<file path="config.mk">
export PLATFORM = sky130hd
export DESIGN_NAME = downlink_tlv_deframer_core
export DESIGN_NICKNAME = d
export VERILOG_FILES = /design/src/rtl/dtd_pkg.sv /design/src/rtl/downlink_tlv_deframer_core.sv
export SDC_FILE = /design/constraint.sdc
export NUM_CORES = 1
export LEC_CHECK = 0
export BUFFER_PORTS_ARGS = -buffer_cell sky130_fd_sc_hd__buf_2
export CORE_ASPECT_RATIO = 0.7
export CORE_MARGIN = 8
export CORE_UTILIZATION = 45
export DETAILED_ROUTE_END_ITERATION = 10
export GPL_ROUTABILITY_DRIVEN = 0
export SYNTH_ARGS = -nofsm -noshare
export SYNTH_HDL_FRONTEND = slang
export SYNTH_SLANG_ARGS = --single-unit
</file>
<file path="constraint.sdc">
create_clock -name clk -period 7.5 [get_ports clk]
set_input_delay 2.25 -clock clk [delete_from_list [all_inputs] [get_ports clk]]
set_output_delay 2.25 -clock clk [all_outputs]
set_load 0.01 [all_outputs]
</file>
<file path="src/rtl/dtd_pkg.sv">
// Package with the word types, result codes and parser phases of the downlink TLV deframer.
`timescale 1ns / 1ps

package dtd_pkg;

  // Result kinds carried in the kind field of a result word.
  typedef enum logic [2:0] {
    KIND_PAYLOAD = 3'd0,
    KIND_EMPTY   = 3'd1,
    KIND_DONE    = 3'd2,
    KIND_TRUNC   = 3'd3,
    KIND_REJECT  = 3'd4
  } kind_t;

  // Parser phases.
  typedef enum logic [2:0] {
    PH_IDLE    = 3'd0,
    PH_HEADER  = 3'd1,
    PH_LONGLEN = 3'd2,
    PH_PAYLOAD = 3'd3,
    PH_SKIP    = 3'd4
  } phase_t;

  // Short length code that announces a separate length byte.
  localparam logic [3:0] LEN_ESCAPE = 4'hf;
  // Commands below this value have a handler.
  localparam logic [3:0] CMD_KNOWN_LIMIT = 4'd2;

  // Result queue geometry.
  localparam int Q_DEPTH = 4;
  localparam int Q_AW    = $clog2(Q_DEPTH);
  localparam int Q_CW    = $clog2(Q_DEPTH + 1);

  typedef struct packed {
    logic [7:0] byte_value;
    logic       frame_start;
    logic [7:0] frame_length;
    logic [7:0] port;
  } in_word_t;

  typedef struct packed {
    kind_t      kind;
    logic [3:0] command;
    logic       command_known;
    logic [5:0] record_length;
    logic [5:0] byte_index;
    logic [7:0] payload_byte;
    logic       record_last;
    logic       last_of_run;
  } out_word_t;

endpackage

</file>
<file path="src/rtl/downlink_tlv_deframer_core.sv">
// Top level of the downlink TLV deframer: byte parser and result queue.
`timescale 1ns / 1ps

// The deframer takes one frame byte per cycle on the in_ channel while in_stall
// is low and parses it in a single pass against its parser state registers.
// Each byte yields zero, one or two result words (a payload byte or empty-record
// marker followed by a frame-done marker when it is the last byte of the frame),
// which are written into a four-word result queue that feeds the out_ channel.
// The input side accepts a word whenever at least two queue slots are free, so
// the sustained rate is one byte per cycle while out_stall is low and each byte
// yields at most one result; a stalled output backs up into in_stall once the
// queue holds three or more words. A new frame_start byte aborts any frame in
// progress without a marker. The accepted port register is written through the
// cfg_ channel, which is always ready; write it only while the block is idle.

module downlink_tlv_deframer_core (
  input  logic              clk,
  input  logic              rst_n,
  // Input byte channel.
  input  logic              in_valid,
  output logic              in_stall,
  input  dtd_pkg::in_word_t  in_data,
  // Result channel.
  output logic              out_valid,
  input  logic              out_stall,
  output dtd_pkg::out_word_t out_data,
  // Configuration write channel: the accepted port number.
  input  logic              cfg_valid,
  output logic              cfg_ready,
  input  logic [7:0]        cfg_data
);

  import dtd_pkg::*;

  // Configuration.
  logic [7:0] accepted_port_r;

  // Parser state.
  phase_t     phase_r, phase_nxt;
  logic [7:0] frame_left_r, frame_left_nxt;
  logic [5:0] pay_left_r, pay_left_nxt;
  logic [3:0] cmd_r, cmd_nxt;
  logic [5:0] len_r, len_nxt;
  logic [5:0] pos_r, pos_nxt;

  // Result queue.
  out_word_t        queue_r [Q_DEPTH];
  logic [Q_AW-1:0]  wr_ptr_r, rd_ptr_r;
  logic [Q_CW-1:0]  count_r, count_nxt;

  // Per-byte decode.
  logic       in_acc;
  logic       out_pop;
  logic       start;
  logic       port_miss;
  logic       flen_zero;
  logic [7:0] flen_m1;
  phase_t     eff_phase;
  logic [7:0] eff_left;
  logic [7:0] rem;
  logic       rem_zero;
  logic       is_long;
  logic [5:0] rec_len;
  logic [3:0] rec_cmd;
  logic       rec_over;
  logic       pay_last;

  // Results of the current byte.
  out_word_t  res0, res1;
  logic [1:0] res_cnt;

  function automatic out_word_t mk_word(kind_t k, logic [3:0] c, logic [5:0] l,
                                        logic [5:0] idx, logic [7:0] b, logic last);
    out_word_t w;
    w.kind          = k;
    w.command       = c;
    w.command_known = ((k == KIND_PAYLOAD) || (k == KIND_EMPTY)) && (c < CMD_KNOWN_LIMIT);
    w.record_length = l;
    w.byte_index    = idx;
    w.payload_byte  = b;
    w.record_last   = last;
    w.last_of_run   = 1'b0;
    return w;
  endfunction

  assign cfg_ready = 1'b1;
  assign out_valid = (count_r != '0);
  assign out_data  = queue_r[rd_ptr_r];
  assign out_pop   = out_valid && !out_stall;
  // Room for two results is needed before a byte can be taken.
  assign in_stall  = (count_r > Q_CW'(Q_DEPTH - 2));
  assign in_acc    = in_valid && !in_stall;

  assign start     = in_data.frame_start;
  assign port_miss = (in_data.port != accepted_port_r);
  assign flen_zero = (in_data.frame_length == 8'd0);
  assign flen_m1   = flen_zero ? 8'd0 : 8'(in_data.frame_length - 8'd1);

  // A start byte that opens a parsed frame is handled as a header byte.
  assign eff_phase = start ? PH_HEADER : phase_r;
  assign eff_left  = start ? in_data.frame_length : frame_left_r;
  assign rem       = (eff_left == 8'd0) ? 8'd0 : 8'(eff_left - 8'd1);
  assign rem_zero  = (rem == 8'd0);

  assign is_long   = (eff_phase == PH_HEADER) && (in_data.byte_value[3:0] == LEN_ESCAPE);
  assign rec_len   = (eff_phase == PH_HEADER) ? {2'b00, in_data.byte_value[3:0]}
                                              : in_data.byte_value[5:0];
  assign rec_cmd   = (eff_phase == PH_HEADER) ? in_data.byte_value[7:4] : cmd_r;
  assign rec_over  = ({2'b00, rec_len} > rem);
  assign pay_last  = (pay_left_r <= 6'd1);

  // Next parser state.
  always_comb begin
    phase_nxt      = phase_r;
    frame_left_nxt = frame_left_r;
    pay_left_nxt   = pay_left_r;
    cmd_nxt        = cmd_r;
    len_nxt        = len_r;
    pos_nxt        = pos_r;
    if (in_acc) begin
      if (start) begin
        pay_left_nxt = 6'd0;
        pos_nxt      = 6'd0;
        cmd_nxt      = 4'd0;
        len_nxt      = 6'd0;
      end
      if (start && port_miss) begin
        frame_left_nxt = flen_m1;
        phase_nxt      = (flen_m1 != 8'd0) ? PH_SKIP : PH_IDLE;
      end else if (start && flen_zero) begin
        frame_left_nxt = 8'd0;
        phase_nxt      = PH_IDLE;
      end else begin
        unique case (eff_phase)
          PH_IDLE: begin
          end
          PH_HEADER, PH_LONGLEN: begin
            if (eff_phase == PH_HEADER) begin
              cmd_nxt = in_data.byte_value[7:4];
            end
            frame_left_nxt = rem;
            if (is_long) begin
              phase_nxt = rem_zero ? PH_IDLE : PH_LONGLEN;
            end else if (rec_over) begin
              phase_nxt = rem_zero ? PH_IDLE : PH_SKIP;
            end else if (rec_len == 6'd0) begin
              phase_nxt = rem_zero ? PH_IDLE : PH_HEADER;
            end else begin
              len_nxt      = rec_len;
              pay_left_nxt = rec_len;
              pos_nxt      = 6'd0;
              phase_nxt    = PH_PAYLOAD;
            end
          end
          PH_PAYLOAD: begin
            frame_left_nxt = rem;
            pos_nxt        = 6'(pos_r + 6'd1);
            pay_left_nxt   = pay_last ? 6'd0 : 6'(pay_left_r - 6'd1);
            if (rem_zero) begin
              phase_nxt = PH_IDLE;
            end else if (pay_last) begin
              phase_nxt = PH_HEADER;
            end
          end
          PH_SKIP: begin
            frame_left_nxt = rem;
            if (rem_zero) begin
              phase_nxt = PH_IDLE;
            end
          end
          default: begin
            phase_nxt      = PH_IDLE;
            frame_left_nxt = 8'd0;
          end
        endcase
      end
    end
  end

  // Result words of the current byte.
  always_comb begin
    out_word_t blank;
    blank   = mk_word(KIND_DONE, 4'd0, 6'd0, 6'd0, 8'd0, 1'b0);
    res0    = blank;
    res1    = blank;
    res_cnt = 2'd0;
    if (start && port_miss) begin
      res0    = mk_word(KIND_REJECT, 4'd0, 6'd0, 6'd0, 8'd0, 1'b0);
      res_cnt = 2'd1;
    end else if (start && flen_zero) begin
      res_cnt = 2'd1;
    end else begin
      unique case (eff_phase)
        PH_HEADER, PH_LONGLEN: begin
          if (is_long) begin
            if (rem_zero) begin
              res0    = mk_word(KIND_TRUNC, 4'd0, 6'd0, 6'd0, 8'd0, 1'b0);
              res_cnt = 2'd1;
            end
          end else if (rec_over) begin
            res0    = mk_word(KIND_TRUNC, 4'd0, 6'd0, 6'd0, 8'd0, 1'b0);
            res_cnt = 2'd1;
          end else if (rec_len == 6'd0) begin
            res0    = mk_word(KIND_EMPTY, rec_cmd, 6'd0, 6'd0, 8'd0, 1'b1);
            res_cnt = rem_zero ? 2'd2 : 2'd1;
          end
        end
        PH_PAYLOAD: begin
          res0    = mk_word(KIND_PAYLOAD, cmd_r, len_r, pos_r, in_data.byte_value, pay_last);
          res_cnt = rem_zero ? 2'd2 : 2'd1;
        end
        default: begin
        end
      endcase
    end
    if (res_cnt == 2'd2) begin
      res1.last_of_run = 1'b1;
    end else begin
      res0.last_of_run = 1'b1;
    end
  end

  always_comb begin
    count_nxt = count_r;
    if (in_acc) begin
      count_nxt = Q_CW'(count_nxt + Q_CW'(res_cnt));
    end
    if (out_pop) begin
      count_nxt = Q_CW'(count_nxt - Q_CW'(1));
    end
  end

  always_ff @(posedge clk) begin
    if (!rst_n) begin
      accepted_port_r <= 8'd1;
      phase_r         <= PH_IDLE;
      frame_left_r    <= 8'd0;
      pay_left_r      <= 6'd0;
      cmd_r           <= 4'd0;
      len_r           <= 6'd0;
      pos_r           <= 6'd0;
      wr_ptr_r        <= '0;
      rd_ptr_r        <= '0;
      count_r         <= '0;
    end else begin
      if (cfg_valid && cfg_ready) begin
        accepted_port_r <= cfg_data;
      end
      phase_r      <= phase_nxt;
      frame_left_r <= frame_left_nxt;
      pay_left_r   <= pay_left_nxt;
      cmd_r        <= cmd_nxt;
      len_r        <= len_nxt;
      pos_r        <= pos_nxt;
      if (in_acc) begin
        wr_ptr_r <= Q_AW'(wr_ptr_r + Q_AW'(res_cnt));
      end
      if (out_pop) begin
        rd_ptr_r <= Q_AW'(rd_ptr_r + Q_AW'(1));
      end
      count_r <= count_nxt;
    end
  end

  // Queue storage needs no reset; only written slots are ever read.
  always_ff @(posedge clk) begin
    if (in_acc && (res_cnt != 2'd0)) begin
      queue_r[wr_ptr_r] <= res0;
    end
    if (in_acc && (res_cnt == 2'd2)) begin
      queue_r[Q_AW'(wr_ptr_r + Q_AW'(1))] <= res1;
    end
  end

  // The queue never holds more words than it has slots.
  assert property (@(posedge clk) disable iff (!rst_n)
    count_r <= Q_CW'(Q_DEPTH))
    else $error("result queue overflow");

  // An idle parser has no frame bytes outstanding.
  assert property (@(posedge clk) disable iff (!rst_n)
    (phase_r == PH_IDLE) |-> (frame_left_r == 8'd0))
    else $error("idle parser with frame bytes left");

  // A record being emitted always fits in the rest of its frame.
  assert property (@(posedge clk) disable iff (!rst_n)
    (phase_r == PH_PAYLOAD) |-> ((pay_left_r != 6'd0) && ({2'b00, pay_left_r} <= frame_left_r)))
    else $error("payload record overruns its frame");

  // Frame-level markers always close the run of their input byte.
  assert property (@(posedge clk) disable iff (!rst_n)
    (out_valid && ((out_data.kind == KIND_DONE) || (out_data.kind == KIND_TRUNC) ||
                   (out_data.kind == KIND_REJECT))) |-> out_data.last_of_run)
    else $error("frame marker not last of its run");

  // With no byte accepted and no word popped, the queue count stays unchanged.
  assert property (@(posedge clk) disable iff (!rst_n)
    (!in_acc && !out_pop) |=> (count_r == $past(count_r)))
    else $error("queue count changed without traffic");

endmodule
</file>
* Yosys cells after proc, flatten, opt, wreduce, memory -nomap -nowiden
Memory sizes are Yosys's and may differ from the RTL's. A register that Yosys moved wholly into a read port is not among the register bits. Cells that the tools add are included. Widths: inputs -> output; s select.
Word-level totals: register bits after elaboration 48, RAM bits 120, memories kept 1
Operators by class: multiplexer cells 74, add/sub/neg operators 9, $lt $le $gt $ge 5, reductions and logical operators 21, equality and inequality tests 10
Memories:
- queue_r | words 4, width 30, rd ports 1, clocked after memory_dff 1, write ports 2, line downlink_tlv_deframer_core.sv:47 | out_word_t queue_r [Q_DEPTH];
Operator list (count):
- $mux 6 | 21
- $mux 30 | 3
- $pmux 30 s2 | 1
- $mux 29 | 2
- $mux 8 | 5
- $mux 3 | 12
- $mux 28 | 1
- $logic_not 8->1 | 3
- $mux 4 | 6
- $pmux 6 s2 | 2
- $mux 2 | 10
- $pmux 8 s2 | 1
- $sub 8x1->8 const B | 2
- $pmux 3 s4 | 1
- $gt 6x8->1 | 1
- $lt 4x2->1 const B | 2
- $mux 1 | 8
- $ne 8x8->1 | 1
- $reduce_bool 8->1 | 1
- $logic_and 1x1->1 | 7
- $add 6x1->6 const B | 1
- $eq 3x2->1 const B | 2
- $le 6x1->1 const B | 1
- $logic_not 6->1 | 1
- other kinds (22) | 24

* Longest topological paths before layout
Gate-level depths: netlist (run 1).
depth in word-level cells 15, mapped depth 26

* Worst setup path after synthesis (run 1)
OpenSTA, ideal clock, no wires.
kind input to register, start point in in_data[16] in the netlist's numbering, end point reg count_r[1], required time 7.435 ns, path buffers 4, cell stages on the path 25, setup slack 0.527 ns, arrival 6.908 ns, setup time 0.065 ns, path through buf_4 > buf_2 > buf_1 > mux2_2 > inv_1 > ha_1 > o211ai_1 > o21bai_1 > clkbuf_1 > nand2b_1 > ha_1 > nor2b_1 > o21a_1 > o2111ai_1 > a21oi_1 > a21oi_1 > o21ai_0 > ha_1 > inv_1 > fa_1 > nor2_1 > a21oi_1 > ha_1 > mux2_2 > nor2_1
On the way: cells in the longest elaborated chain, start to end 15, elaborated cells between the ends (all ways) 28, classes of those cells add/sub: 3; order compare: 1; eq/ne: 3; mux: 14; reduce/logical: 7
RTL lines:
- start: declaration | line downlink_tlv_deframer_core.sv:22 | input dtd_pkg::in_word_t in_data,
- branches (longest 10 deep; another with $sub 8x1->8)
- $mux 2 * | line downlink_tlv_deframer_core.sv:187 | if (start && port_miss) begin
- $add 3x2->3 * | line downlink_tlv_deframer_core.sv:226 | count_nxt = Q_CW'(count_nxt + Q_CW'(res_cnt));
- $mux 3 * | line downlink_tlv_deframer_core.sv:225 | if (in_acc) begin
- $sub 3x1->3 | line downlink_tlv_deframer_core.sv:229 | count_nxt = Q_CW'(count_nxt - Q_CW'(1));
- $mux 3 * | line downlink_tlv_deframer_core.sv:228 | if (out_pop) begin
- end signal: assignment | line downlink_tlv_deframer_core.sv:261 | count_r <= count_nxt;
- end: declaration | line downlink_tlv_deframer_core.sv:49 | logic [Q_CW-1:0] count_r, count_nxt;
Mark *: on every way between the ends. A chain may end at the register's enable or synchronous reset.

* Worst setup path after layout (run 1)
Ends and elaborated chain as after synthesis.

==> results of run 1 <==
-- cells in the final DEF, fill, tap and decap left out, drive strengths merged, types with 7 or more instances in the layout --
master / synthesis / routed
dfxtp: 166 / 166
o21ai: 136 / 136
a21oi: 107 / 107
nand3: 103 / 103
buf: 27 / 93
nand2: 85 / 85
nor2: 64 / 64
mux4: 30 / 30
and2: 29 / 29
clkbuf: 48 / 22
nor3: 22 / 22
o211ai: 21 / 21
a211oi: 20 / 20
mux2i: 16 / 16
xnor2: 16 / 16
ha: 15 / 15
inv: 13 / 15
a31oi: 10 / 10
xor2: 8 / 8
or3: 7 / 7
-- cells by family after synthesis --
| group | synth area share, % |
|---|---|
| xor gates and xnor gates | 2.34 |
| DFF | 38.3 |
| adders and majority gates | 2.31 |
| and+or+nand+nor | 19.1 |
| AOI/OAI and AO/OA | 23.7 |
| other | 0.0417 |
| muxes | 9.92 |
| buffers and inverters | 4.30 |
-- per-stage QoR --
stage          area (µm²)  hold slack, ps  std cells  power (mW)  util [%]
2_1_floorplan        8990             430       1049        1.70         -
3_3_place_gp         9570             444       1337        1.97      48.6
3_5_place_dp         9570             450       1337        1.97      48.6
4_1_cts             10200             461       1369        2.89      51.7
5_1_grt             10200             474       1369        3.04      51.7
6_report            10200             458       1369        2.90      51.7
-- layer usage --
layer  GRT usage [%]  vias up
li1                -     3964
met1            35.2     4098
met2            32.6      417
met3            5.78       29
met4            6.47        0
met5               0        -
-- final timing paths --
path                                       from            end  depth (start not counted)  slack, ps
worst max-delay path                in_data[16]     count_r[1]                         22        780
worst min-delay path              queue_r[3][2]  queue_r[3][2]                          2        460
worst max register to register  frame_left_r[0]     count_r[1]                         21       2650
worst min register to register    queue_r[3][2]  queue_r[3][2]                          2        460
-- critical path: cells and delay by family --
kind / cells / cell delay (ps)
xor gates and xnor gates: 1 / 360
buffers and inverters: 3 / 430
adders and majority gates: 5 / 1510
muxes: 2 / 650
AOI/OAI and AO/OA: 5 / 1290
and+or+nand+nor: 6 / 600
-- sequential cells by signal, indices dropped and copies added (netlist names), named ones only --
signal / flops
rd_ptr_r: 2
pay_left_r: 6
count_r: 3
accepted_port_r: 8
len_r: 6
queue_r: 120
phase_r: 3
cmd_r: 4
wr_ptr_r: 2
frame_left_r: 8
pos_r: 6
-- final cells by class --
class	count	area [µm²]
Clock buffer	22	474
Clock inverter	10	139
Inverter	13	48.8
Sequential cell	170	3440
Fill cell	1900	9510
Timing Repair Buffer	93	538
Tap cell	270	338
Multi-Input combinational cell	791	5200
-- power breakdown --
part / internal (mW) / total, mW / switching [mW]
clock: 0.552 / 0.932 / 0.380
combinational: 0.323 / 0.880 / 0.557
sequential: 1.01 / 1.09 / 0.0768
total: 1.88 / 2.90 / 1.01
==> PnR_summary.wiki, run 1 <==
{| class="wikitable"
! Metric !! Value
|-
| Worst Setup Start Kind || input pin
|-
| CTS root buffer || sky130_fd_sc_hd__clkbuf_16
|-
| Synth top area cells || sky130_fd_sc_hd__dfxtp_1 37%, sky130_fd_sc_hd__mux4_2 7.5%, sky130_fd_sc_hd__o21ai_0 7.1%
|-
| Yosys synthesis warning count || 0
|-
| Die height || between 100 and 150 µm
|-
| Share of layout cells above drive strength 1 || between 10% and 20%
|-
| Cell-by-cell listing of the critical path || buf_2, mux2_2, inv_1, ha_1, nor4b_1, a31oi_1, xor2_1, nand2_1, ha_1, nand2_1, nor2_1, a211oi_1, a21oi_1, o21ai_0, ha_1, inv_1, fa_1, nor2_1, a21oi_1, ha_1, mux2_2, nor2_1
|-
| Wire length of the first global-routing pass || ~46 mm
|-
| Final min period || 6720 ps
|-
| CTS-repair resized insts || 0
|-
| Drt drc || 0
|-
| Antenna-violating nets left || 0
|-
| Status || complete, no violations
|-
| Kind of critical path || input pin to flip-flop
|-
| Type of the worst min-delay path || flip-flop to flip-flop
|-
| Worst path max stage delay || 510 ps
|-
| Via count of the first global-routing pass || 7,996
|-
| Leakage || 3.68 nW
|-
| Most used flip-flop cell after synthesis || sky130_fd_sc_hd__dfxtp_1
|-
| Count of flip-flops with a built-in enable after synthesis || 4
|-
| Number of port buffers || slightly below 70
|-
| Post-CTS clock slew at the launch and capture registers of the worst setup and hold paths || around 70 ps
|-
| Worst path slowest cell || sky130_fd_sc_hd__a211oi_1
|-
| Clock Skews || 7.78 ps
|-
| DRT met1 WL || 13.9 mm
|-
| Endpoint kind of the worst setup timing path || flip-flop
|-
| Power per unit of standard cell area || roughly 280 nW/µm²
|-
| Total routing usage reported by global routing || 23.5%
|-
| Async set or reset register ratio after synthesis || 0%
|-
| #FFs+latches synth || 170
|-
| Detail-routed net length per standard cell || 21.1 µm
|-
| Arrival @ worst endpoint || 7090 ps
|-
| Cell with the most instances after synthesis || sky130_fd_sc_hd__dfxtp_1
|-
| Setup repair after global routing missed its margin || no
|-
| Placeable core area || 19,700 µm²
|-
| Worst Setup Slack post-DPL || 394 ps
|-
| Headroom to the max-slew limit || 14.2%
|-
| Clock H-tree levels || 4
|-
| Sum Neg Setup Slack || 0 ps
|-
| Vias after detailed routing || ~8.5k
|-
| Die span in x || 185 µm
|-
| Setup-violating endpoint count in the final report || 0
|-
| Io pins || 71
|-
| Starting DRT DRC Count || about 1.0k
|-
| HPWL after detailed placement || 19.2 mm
|-
| Total Die Area || between 20,000 and 25,000 µm²
|-
| Number of standard cells after synthesis || 1,049
|-
| Final hold vios || 0
|-
| Clock tree from TritonCTS || built
|-
| Highest metal used || met4
|-
| Core Rows || 43
|-
| Final period utilization || 89.6%
|-
| Clock network latency to the later pin of the worst-skew pair || 440 ps
|-
| Met2 routed wirelength || roughly 12 mm
|-
| Number of maximum-capacitance violations || 0
|-
| Net count after synthesis || 1,103
|-
| Starting density of the core || 45.7%
|-
| Top fanout value on the critical path || 17
|-
| Share of the synthesized area in the top cell type || 37.0%
|-
| Number of clock buffers inserted by TritonCTS || 17
|-
| Achievable clock frequency || 0.149 GHz
|-
| Number of antenna violations at the first check in global routing || 0
|-
| Worst-case setup margin in the final layout || approximately 800 ps
|-
| Area Growth Syn to Fin || 13.3%
|-
| Number of slew-limit violations in the final report || 0
|-
| Mean cell area of the mapped netlist || between 8 and 9 µm²
|-
| Number of vias per cell || 6.21
|-
| Sink count of the clock tree || 170
|-
| Maximum ir drop on the vdd rail || 0.272 mV
|-
| Synthesized cell area || 8990 µm²
|-
| Most frequent cells after synthesis || 166 x sky130_fd_sc_hd__dfxtp_1, 127 x sky130_fd_sc_hd__o21ai_0, 107 x sky130_fd_sc_hd__a21oi_1
|-
| Post-CTS Setup Bufs || 0
|-
| Clock Tree Buf Depth || 2
|-
| Number of nets in the final layout || ~1.1k
|-
| Met3 wire len || 2.68 mm
|-
| Required time of the critical path || 7870 ps
|-
| Most numerous cell on the critical path || sky130_fd_sc_hd__ha_1
|-
| Total Wirelength || between 20 and 30 mm
|-
| Count of antenna diodes in the layout || 0
|-
| Top cell type by total area after synthesis || sky130_fd_sc_hd__dfxtp_1
|-
| Sequential area share after synthesis || between 30% and 40%
|-
| Pre-Repair DR Iteration Count || 9
|-
| Overflow left after global routing || 0
|-
| Largest net degree at the start of global routing || 52
|-
| Actual slew at the worst max-slew pin || 1290 ps
|-
| Quantity of hold-fixing buffers added after cts || 0
|-
| Number of distinct library cells after synthesis || 80
|}
Power figures use the tool's default switching activity.
==> run 2, diff against run 1 <==
--- a/config.mk
+++ b/config.mk
@@ -7,7 +7,6 @@
 export LEC_CHECK = 0
 export BUFFER_PORTS_ARGS = -buffer_cell sky130_fd_sc_hd__buf_2
 export CORE_ASPECT_RATIO = 0.7
-export CORE_MARGIN = 8
 export CORE_UTILIZATION = 45
 export DETAILED_ROUTE_END_ITERATION = 10
 export GPL_ROUTABILITY_DRIVEN = 0
==> PnR_summary.wiki, run 2 (synthesized netlist as in run 1, its figures left out) <==
{| class="wikitable"
! Metric !! Value
|-
| Largest net degree at the start of global routing || 39 (was 52)
|-
| Maximum ir drop on the vdd rail || 0.288 mV (was 0.272 mV)
|-
| CTS root buffer || sky130_fd_sc_hd__clkbuf_16 (unchanged)
|-
| Antenna-violating nets left || 0 (unchanged)
|-
| FILL cells || 1,871 (was 1,900)
|-
| Status || complete, no violations (unchanged)
|-
| Sum Neg Setup Slack || 0 ps (unchanged)
|-
| Required time of the critical path || 7870 ps (about the same)
|-
| Achievable clock frequency || 0.148 GHz (was 0.149 GHz)
|-
| CTS-repair resized insts || 0 (unchanged)
|-
| Detail-routed net length per standard cell || 21.0 µm (was 21.1 µm)
|-
| Setup-violating endpoint count in the final report || 0 (unchanged)
|-
| Clock tree from TritonCTS || built (unchanged)
|-
| Placeable core area || 19,200 µm² (was 19,700 µm²)
|-
| Die height || 120 µm (was 134 µm)
|-
| Post-CTS Setup Bufs || 0 (unchanged)
|-
| Fin cells || 1,365 (was 1,369)
|-
| Final hold vios || 0 (unchanged)
|-
| Total routing usage reported by global routing || 29.2% (was 23.5%)
|-
| Leading cell type in the layout, fill and taps excluded || sky130_fd_sc_hd__dfxtp_1 (unchanged)
|-
| Clock Skews || 6.85 ps (was 7.78 ps)
|-
| Drt drc || 0 (unchanged)
|-
| Area Growth Syn to Fin || 13.7% (was 13.3%)
|-
| Highest-count cells in the layout ignoring fill and taps || 165 x sky130_fd_sc_hd__dfxtp_1, 127 x sky130_fd_sc_hd__o21ai_0, 107 x sky130_fd_sc_hd__a21oi_1 (unchanged)
|-
| Quantity of hold-fixing buffers added after cts || 0 (unchanged)
|-
| Arrival @ worst endpoint || 7140 ps (was 7090 ps)
|-
| Headroom to the max-slew limit || 16.5% (was 14.2%)
|-
| Leakage || 3.70 nW (was 3.68 nW)
|-
| Number of slew-limit violations in the final report || 0 (unchanged)
|-
| Top fanout value on the critical path || 13 (was 17)
|-
| Number of port buffers || 69 (unchanged)
|-
| Number of clock buffers inserted by TritonCTS || 17 (unchanged)
|-
| Starting density of the core || 46.7% (was 45.7%)
|-
| Share of layout cells above drive strength 1 || 17.3% (was 17.0%)
|-
| Die span in x || 171 µm (was 185 µm)
|-
| Max reg flops || 120 (unchanged)
|-
| Endpoint kind of the worst setup timing path || flip-flop (unchanged)
|-
| Total Die Area || 20,600 µm² (was 24,800 µm²)
|-
| Largest registers || queue_r x120, accepted_port_r x8, frame_left_r x8 (unchanged)
|-
| Actual slew at the worst max-slew pin || 1250 ps (was 1290 ps)
|-
| Post-CTS clock slew at the launch and capture registers of the worst setup and hold paths || 60 ps (was 70 ps)
|-
| Power per unit of standard cell area || 287 nW/µm² (was 285 nW/µm²)
|-
| Reg with most FFs || queue_r (unchanged)
|-
| Overflow left after global routing || 0 (unchanged)
|-
| Setup repair after global routing missed its margin || no (unchanged)
|-
| Core Rows || 42 (was 43)
|-
| Clock network latency to the later pin of the worst-skew pair || 440 ps (about the same)
|-
| Clock H-tree levels || 4 (unchanged)
|-
| Number of maximum-capacitance violations || 0 (unchanged)
|-
| Number of antenna violations at the first check in global routing || 0 (unchanged)
|-
| Wire length of the first global-routing pass || 45.7 mm (was 45.9 mm)
|-
| Placed cells || 1,333 (was 1,337)
|-
| Minimum hold slack || 456 ps (was 458 ps)
|-
| Io pins || 71 (unchanged)
|-
| Sink count of the clock tree || 170 (unchanged)
|-
| Number of vias per cell || 6.24 (was 6.21)
|-
| Kind of critical path || input pin to flip-flop (unchanged)
|-
| Worst-case reg-to-reg path depth || 21 (unchanged)
|-
| Final period utilization || 90.3% (was 89.6%)
|-
| Vias after detailed routing || 8,513 (was 8,508)
|-
| Pre-Repair DR Iteration Count || 6 (was 9)
|-
| HPWL after detailed placement || 18.9 mm (was 19.2 mm)
|-
| Number of nets in the final layout || 1,142 (was 1,140)
|-
| Total Wirelength || 28.7 mm (was 28.9 mm)
|-
| Count of antenna diodes in the layout || 0 (unchanged)
|-
| Type of the worst min-delay path || flip-flop to flip-flop (unchanged)
|-
| Clock Tree Buf Depth || 2 (unchanged)
|-
| Final min period || 6770 ps (was 6720 ps)
|-
| Via count of the first global-routing pass || 7,838 (was 7,996)
|-
| Worst hold path cell count || 2 (unchanged)
|-
| Starting DRT DRC Count || 886 (was 1,006)
|-
| Worst Setup Start Kind || input pin (unchanged)
|}
[run 2: changes by cell type in the layout (fill, tap and decap cells not counted)]
cell,previous run,this run
sky130_fd_sc_hd__buf_4,23,26
sky130_fd_sc_hd__bufinv_16,3,4
sky130_fd_sc_hd__buf_12,1,0
sky130_fd_sc_hd__nor2_4,2,1
sky130_fd_sc_hd__clkinvlp_4,1,3
sky130_fd_sc_hd__clkbuf_1,2,1
sky130_fd_sc_hd__nor2_2,3,4
sky130_fd_sc_hd__clkbuf_16,17,18
sky130_fd_sc_hd__clkinv_2,3,2
sky130_fd_sc_hd__inv_6,2,0
[run 2: worst max-delay path: stages]
cell and delay, ps:
sky130_fd_sc_hd__buf_2 250, sky130_fd_sc_hd__mux2_2 390, sky130_fd_sc_hd__inv_1 100, sky130_fd_sc_hd__ha_1 260, sky130_fd_sc_hd__nor4b_1 280, sky130_fd_sc_hd__a31oi_1 100
sky130_fd_sc_hd__xor2_1 320, sky130_fd_sc_hd__nand2_1 100, sky130_fd_sc_hd__ha_1 310, sky130_fd_sc_hd__nand2_1 70, sky130_fd_sc_hd__nor2_1 50, sky130_fd_sc_hd__a211oi_1 540
sky130_fd_sc_hd__a21oi_1 260, sky130_fd_sc_hd__o21ai_0 270, sky130_fd_sc_hd__ha_1 230, sky130_fd_sc_hd__inv_1 50, sky130_fd_sc_hd__fa_1 490, sky130_fd_sc_hd__nor2_1 50
sky130_fd_sc_hd__a21oi_1 190, sky130_fd_sc_hd__ha_1 260, sky130_fd_sc_hd__mux2_2 260, sky130_fd_sc_hd__nor2_1 80
[run 2: final timing paths]
path                         from             end  slack, ps
hold / removal     queue_r[3][12]  queue_r[3][12]        460
hold reg to reg    queue_r[3][12]  queue_r[3][12]        460
setup / recovery      in_data[16]      count_r[1]        730
setup reg to reg  frame_left_r[0]      count_r[1]       2570
[run 2: final cells by class]
class	instances	area, µm²	share of cell area [%]
flip-flops and latches	170	3440	33.7
clock inverters	10	161	1.58
clock buffers	22	495	4.85
multi-input cells	791	5200	50.9
well taps	264	330	3.23
inverters	13	48.8	0.477
repair buffers	95	541	5.29
[run 2: per-stage QoR]
stage | worst slack, ps | area (µm²) | power [mW] | utilization, %
global placement | 463 | 9560 | 1.96 | 49.7
CTS | 792 | 10200 | 2.93 | 53.1
global route | 317 | 10200 | 3.07 | 53.1
floorplan | 527 | 8990 | 1.70 | -
detailed placement | 392 | 9560 | 1.96 | 49.7
finish | 730 | 10200 | 2.93 | 53.1
[run 2: power breakdown]
group / internal, mW / total (mW) / switching, mW
clock network: 0.603 / 0.974 / 0.371
logic: 0.320 / 0.872 / 0.552
registers: 1.01 / 1.09 / 0.0754
total: 1.93 / 2.93 / 0.998
[run 2: routing by layer]
metal,global-route usage [%],part of all wire [%]
met1,43.8,47
met2,40.7,42
met3,7.79,9.4
met4,7.65,1.4
met5,0,0
==> run 3, diff against run 2 <==
--- a/config.mk
+++ b/config.mk
@@ -7,9 +7,11 @@
 export LEC_CHECK = 0
 export BUFFER_PORTS_ARGS = -buffer_cell sky130_fd_sc_hd__buf_2
 export CORE_ASPECT_RATIO = 0.7
+export CORE_MARGIN = 2
 export CORE_UTILIZATION = 45
 export DETAILED_ROUTE_END_ITERATION = 10
 export GPL_ROUTABILITY_DRIVEN = 0
+export PLACE_DENSITY_LB_ADDON = 0.15
 export SYNTH_ARGS = -nofsm -noshare
 export SYNTH_HDL_FRONTEND = slang
 export SYNTH_SLANG_ARGS = --single-unit
==> PnR_summary.wiki, run 3 (synthesized netlist as in run 1, its figures left out) <==
{| class="wikitable"
! Metric !! Value
|-
| Status || complete, no violations (unchanged)
|-
| Clock Skews || 9.17 ps (was 6.85 ps)
|-
| Power per unit of standard cell area || 281 nW/µm² (was 287 nW/µm²)
|-
| Maximum ir drop on the vdd rail || 0.361 mV (was 0.288 mV)
|-
| Die height || 122 µm (was 120 µm)
|-
| Placeable core area || 19,700 µm² (was 19,200 µm²)
|-
| HPWL after detailed placement || 18.9 mm (about the same)
|-
| Wire length of the first global-routing pass || 44.8 mm (was 45.7 mm)
|-
| Number of antenna violations at the first check in global routing || 0 (unchanged)
|-
| Highest metal used || met4 (unchanged)
|-
| Setup-violating endpoint count in the final report || 0 (unchanged)
|-
| Minimum setup slack among reg-to-reg paths || 2580 ps (was 2570 ps)
|-
| Worst Setup Slack post-DPL || 372 ps (was 392 ps)
|-
| Actual slew at the worst max-slew pin || 1210 ps (was 1250 ps)
|-
| Post-CTS clock slew at the launch and capture registers of the worst setup and hold paths || 60 ps (about the same)
|-
| Endpoint kind of the worst setup timing path || flip-flop (unchanged)
|-
| Final period utilization || 90.1% (was 90.3%)
|-
| Kind of critical path || input pin to flip-flop (unchanged)
|-
| Overflow left after global routing || 0 (unchanged)
|-
| Worst r2r src || frame_left_r[0] (unchanged)
|-
| CTS-repair resized insts || 0 (unchanged)
|-
| Sequential power share || 37.8% (was 37.0%)
|-
| Leakage || 3.69 nW (was 3.70 nW)
|-
| Pre-Repair DR Iteration Count || 8 (was 6)
|-
| Final min period || 6760 ps (was 6770 ps)
|-
| Net switching power figure || 1.00 mW (was 0.998 mW)
|-
| Clock network latency to the later pin of the worst-skew pair || 440 ps (about the same)
|-
| Clock tree from TritonCTS || built (unchanged)
|-
| Sw Share || 34.8% (was 34.0%)
|-
| Final hold vios || 0 (unchanged)
|-
| Worst Setup Start Kind || input pin (unchanged)
|-
| Via count of the first global-routing pass || 7,828 (was 7,838)
|-
| Starting density of the core || 45.7% (was 46.7%)
|-
| Worst-case reg-to-reg path depth || 21 (unchanged)
|-
| Reg with most FFs || queue_r (unchanged)
|-
| Worst setup path startpoint || in_data[16] (unchanged)
|-
| Type of the worst min-delay path || flip-flop to flip-flop (unchanged)
|-
| Quantity of hold-fixing buffers added after cts || 0 (unchanged)
|-
| Highest-count cells in the layout ignoring fill and taps || 165 x sky130_fd_sc_hd__dfxtp_1, 127 x sky130_fd_sc_hd__o21ai_0, 107 x sky130_fd_sc_hd__a21oi_1 (unchanged)
|-
| Total Wirelength || 28.0 mm (was 28.7 mm)
|-
| Number of slew-limit violations in the final report || 0 (unchanged)
|-
| Sink count of the clock tree || 170 (unchanged)
|-
| Headroom to the max-slew limit || 19.4% (was 16.5%)
|-
| Clock Tree Buf Depth || 2 (unchanged)
|-
| Drt drc || 0 (unchanged)
|-
| Number of maximum-capacitance violations || 0 (unchanged)
|-
| Fin cells || 1,372 (was 1,365)
|-
| DRT met1 WL || 13.3 mm (was 13.6 mm)
|-
| Worst-case setup margin in the final layout || 745 ps (was 730 ps)
|-
| Post-CTS Setup Bufs || 0 (unchanged)
|-
| Number of clock buffers inserted by TritonCTS || 17 (unchanged)
|-
| Required time of the critical path || 7880 ps (was 7870 ps)
|-
| Top fanout value on the critical path || 14 (was 13)
|-
| Achievable clock frequency || 0.148 GHz (about the same)
|-
| Vias after detailed routing || 8,467 (was 8,513)
|-
| Leading cell type in the layout, fill and taps excluded || sky130_fd_sc_hd__dfxtp_1 (unchanged)
|-
| Arrival @ worst endpoint || 7130 ps (was 7140 ps)
|-
| Worst hold path cell count || 2 (unchanged)
|-
| Sum Neg Setup Slack || 0 ps (unchanged)
|-
| Worst R2R End || count_r[1] (unchanged)
|-
| Startpoint of the tightest hold check path || queue_r[3][16] (was queue_r[3][12])
|-
| Max reg flops || 120 (unchanged)
|-
| CTS root buffer || sky130_fd_sc_hd__clkbuf_16 (unchanged)
|-
| Starting DRT DRC Count || 934 (was 886)
|-
| Met2 routed wirelength || 11.5 mm (was 12.0 mm)
|-
| End of the critical path || count_r[1] (unchanged)
|-
| Clock H-tree levels || 4 (unchanged)
|-
| Die span in x || 173 µm (was 171 µm)
|-
| Placed cells || 1,340 (was 1,333)
|-
| Largest registers || queue_r x120, accepted_port_r x8, frame_left_r x8 (unchanged)
|-
| Core Rows || 43 (was 42)
|-
| Number of nets in the final layout || 1,143 (was 1,142)
|-
| Met3 wire len || 2.73 mm (was 2.71 mm)
|-
| Total Die Area || 21,100 µm² (was 20,600 µm²)
|-
| Area Growth Syn to Fin || 13.7% (unchanged)
|-
| Count of antenna diodes in the layout || 0 (unchanged)
|-
| Share of layout cells above drive strength 1 || 17.4% (was 17.3%)
|-
| Detail-routed net length per standard cell || 20.4 µm (was 21.0 µm)
|-
| Antenna-violating nets left || 0 (unchanged)
|-
| Number of vias per cell || 6.17 (was 6.24)
|-
| Total routing usage reported by global routing || 27.2% (was 29.2%)
|-
| Io pins || 71 (unchanged)
|-
| Largest net degree at the start of global routing || 57 (was 39)
|-
| Share of total power in combinational logic || 30.5% (was 29.7%)
|-
| Number of port buffers || 69 (unchanged)
|-
| FILL cells || 1,861 (was 1,871)
|-
| Setup repair after global routing missed its margin || no (unchanged)
|-
| Part of the power in the clock network || 31.7% (was 33.2%)
|-
| Cell Int Power || 1.88 mW (was 1.93 mW)
|}
-- run 3: stage by stage --
stage          total power, mW  util (%)  area, µm²  hold slack, ps
4_1_cts                   2.87      51.9      10200             460
3_5_place_dp              1.97      48.8       9610             452
6_report                  2.88      51.9      10200             456
3_3_place_gp              1.97      48.8       9610             446
5_1_grt                   3.01      51.9      10200             474
2_1_floorplan             1.70         -       8990             430
-- run 3: area by class of cell --
| class | count | area, µm² | share of cell area [%] |
|---|---|---|---|
| multi-input cells | 791 | 5210 | 50.9 |
| flip-flops and latches | 170 | 3440 | 33.7 |
| repair buffers | 96 | 573 | 5.61 |
| clock buffers | 23 | 498 | 4.87 |
| well taps | 270 | 338 | 3.31 |
| clock inverters | 9 | 111 | 1.09 |
| inverters | 13 | 48.8 | 0.477 |
-- run 3: power by group through the flow --
stage	Clock (mW)	Combinational, mW	Sequential, mW
after global routing	0.958	0.958	1.10
after floorplan	0	0.625	1.07
final	0.911	0.878	1.09
after global placement	0	0.863	1.10
after CTS	0.922	0.868	1.08
after detailed placement	0	0.866	1.10
-- run 3: critical path: stages --
cell and delay [ps]:
sky130_fd_sc_hd__buf_2 260, sky130_fd_sc_hd__mux2_2 390, sky130_fd_sc_hd__inv_1 110, sky130_fd_sc_hd__ha_1 260, sky130_fd_sc_hd__nor4b_1 260, sky130_fd_sc_hd__a31oi_1 90, sky130_fd_sc_hd__xor2_1 360, sky130_fd_sc_hd__nand2_1 110
sky130_fd_sc_hd__ha_1 320, sky130_fd_sc_hd__nand2_1 70, sky130_fd_sc_hd__nor2_1 50, sky130_fd_sc_hd__a211oi_1 510, sky130_fd_sc_hd__a21oi_1 280, sky130_fd_sc_hd__o21ai_0 250, sky130_fd_sc_hd__ha_1 230, sky130_fd_sc_hd__inv_1 50
sky130_fd_sc_hd__fa_1 490, sky130_fd_sc_hd__nor2_1 50, sky130_fd_sc_hd__a21oi_1 170, sky130_fd_sc_hd__ha_1 250, sky130_fd_sc_hd__mux2_2 260, sky130_fd_sc_hd__nor2_1 70
-- run 3: worst min path at each step --
stage / end / slack (ps)
2_1_floorplan: queue_r[2][28] / 430
3_3_place_gp: queue_r[3][2] / 450
3_5_place_dp: queue_r[2][10] / 450
4_1_cts: queue_r[3][8] / 460
5_1_grt: queue_r[3][5] / 470
6_report: queue_r[3][16] / 460
-- run 3: metal layers --
| layer | track usage [%] | vias up |
|---|---|---|
| met5 | 0 | - |
| met4 | 7.73 | 0 |
| met3 | 6.35 | 37 |
| met2 | 38.8 | 393 |
| met1 | 40.8 | 4065 |
| li1 | - | 3972 |
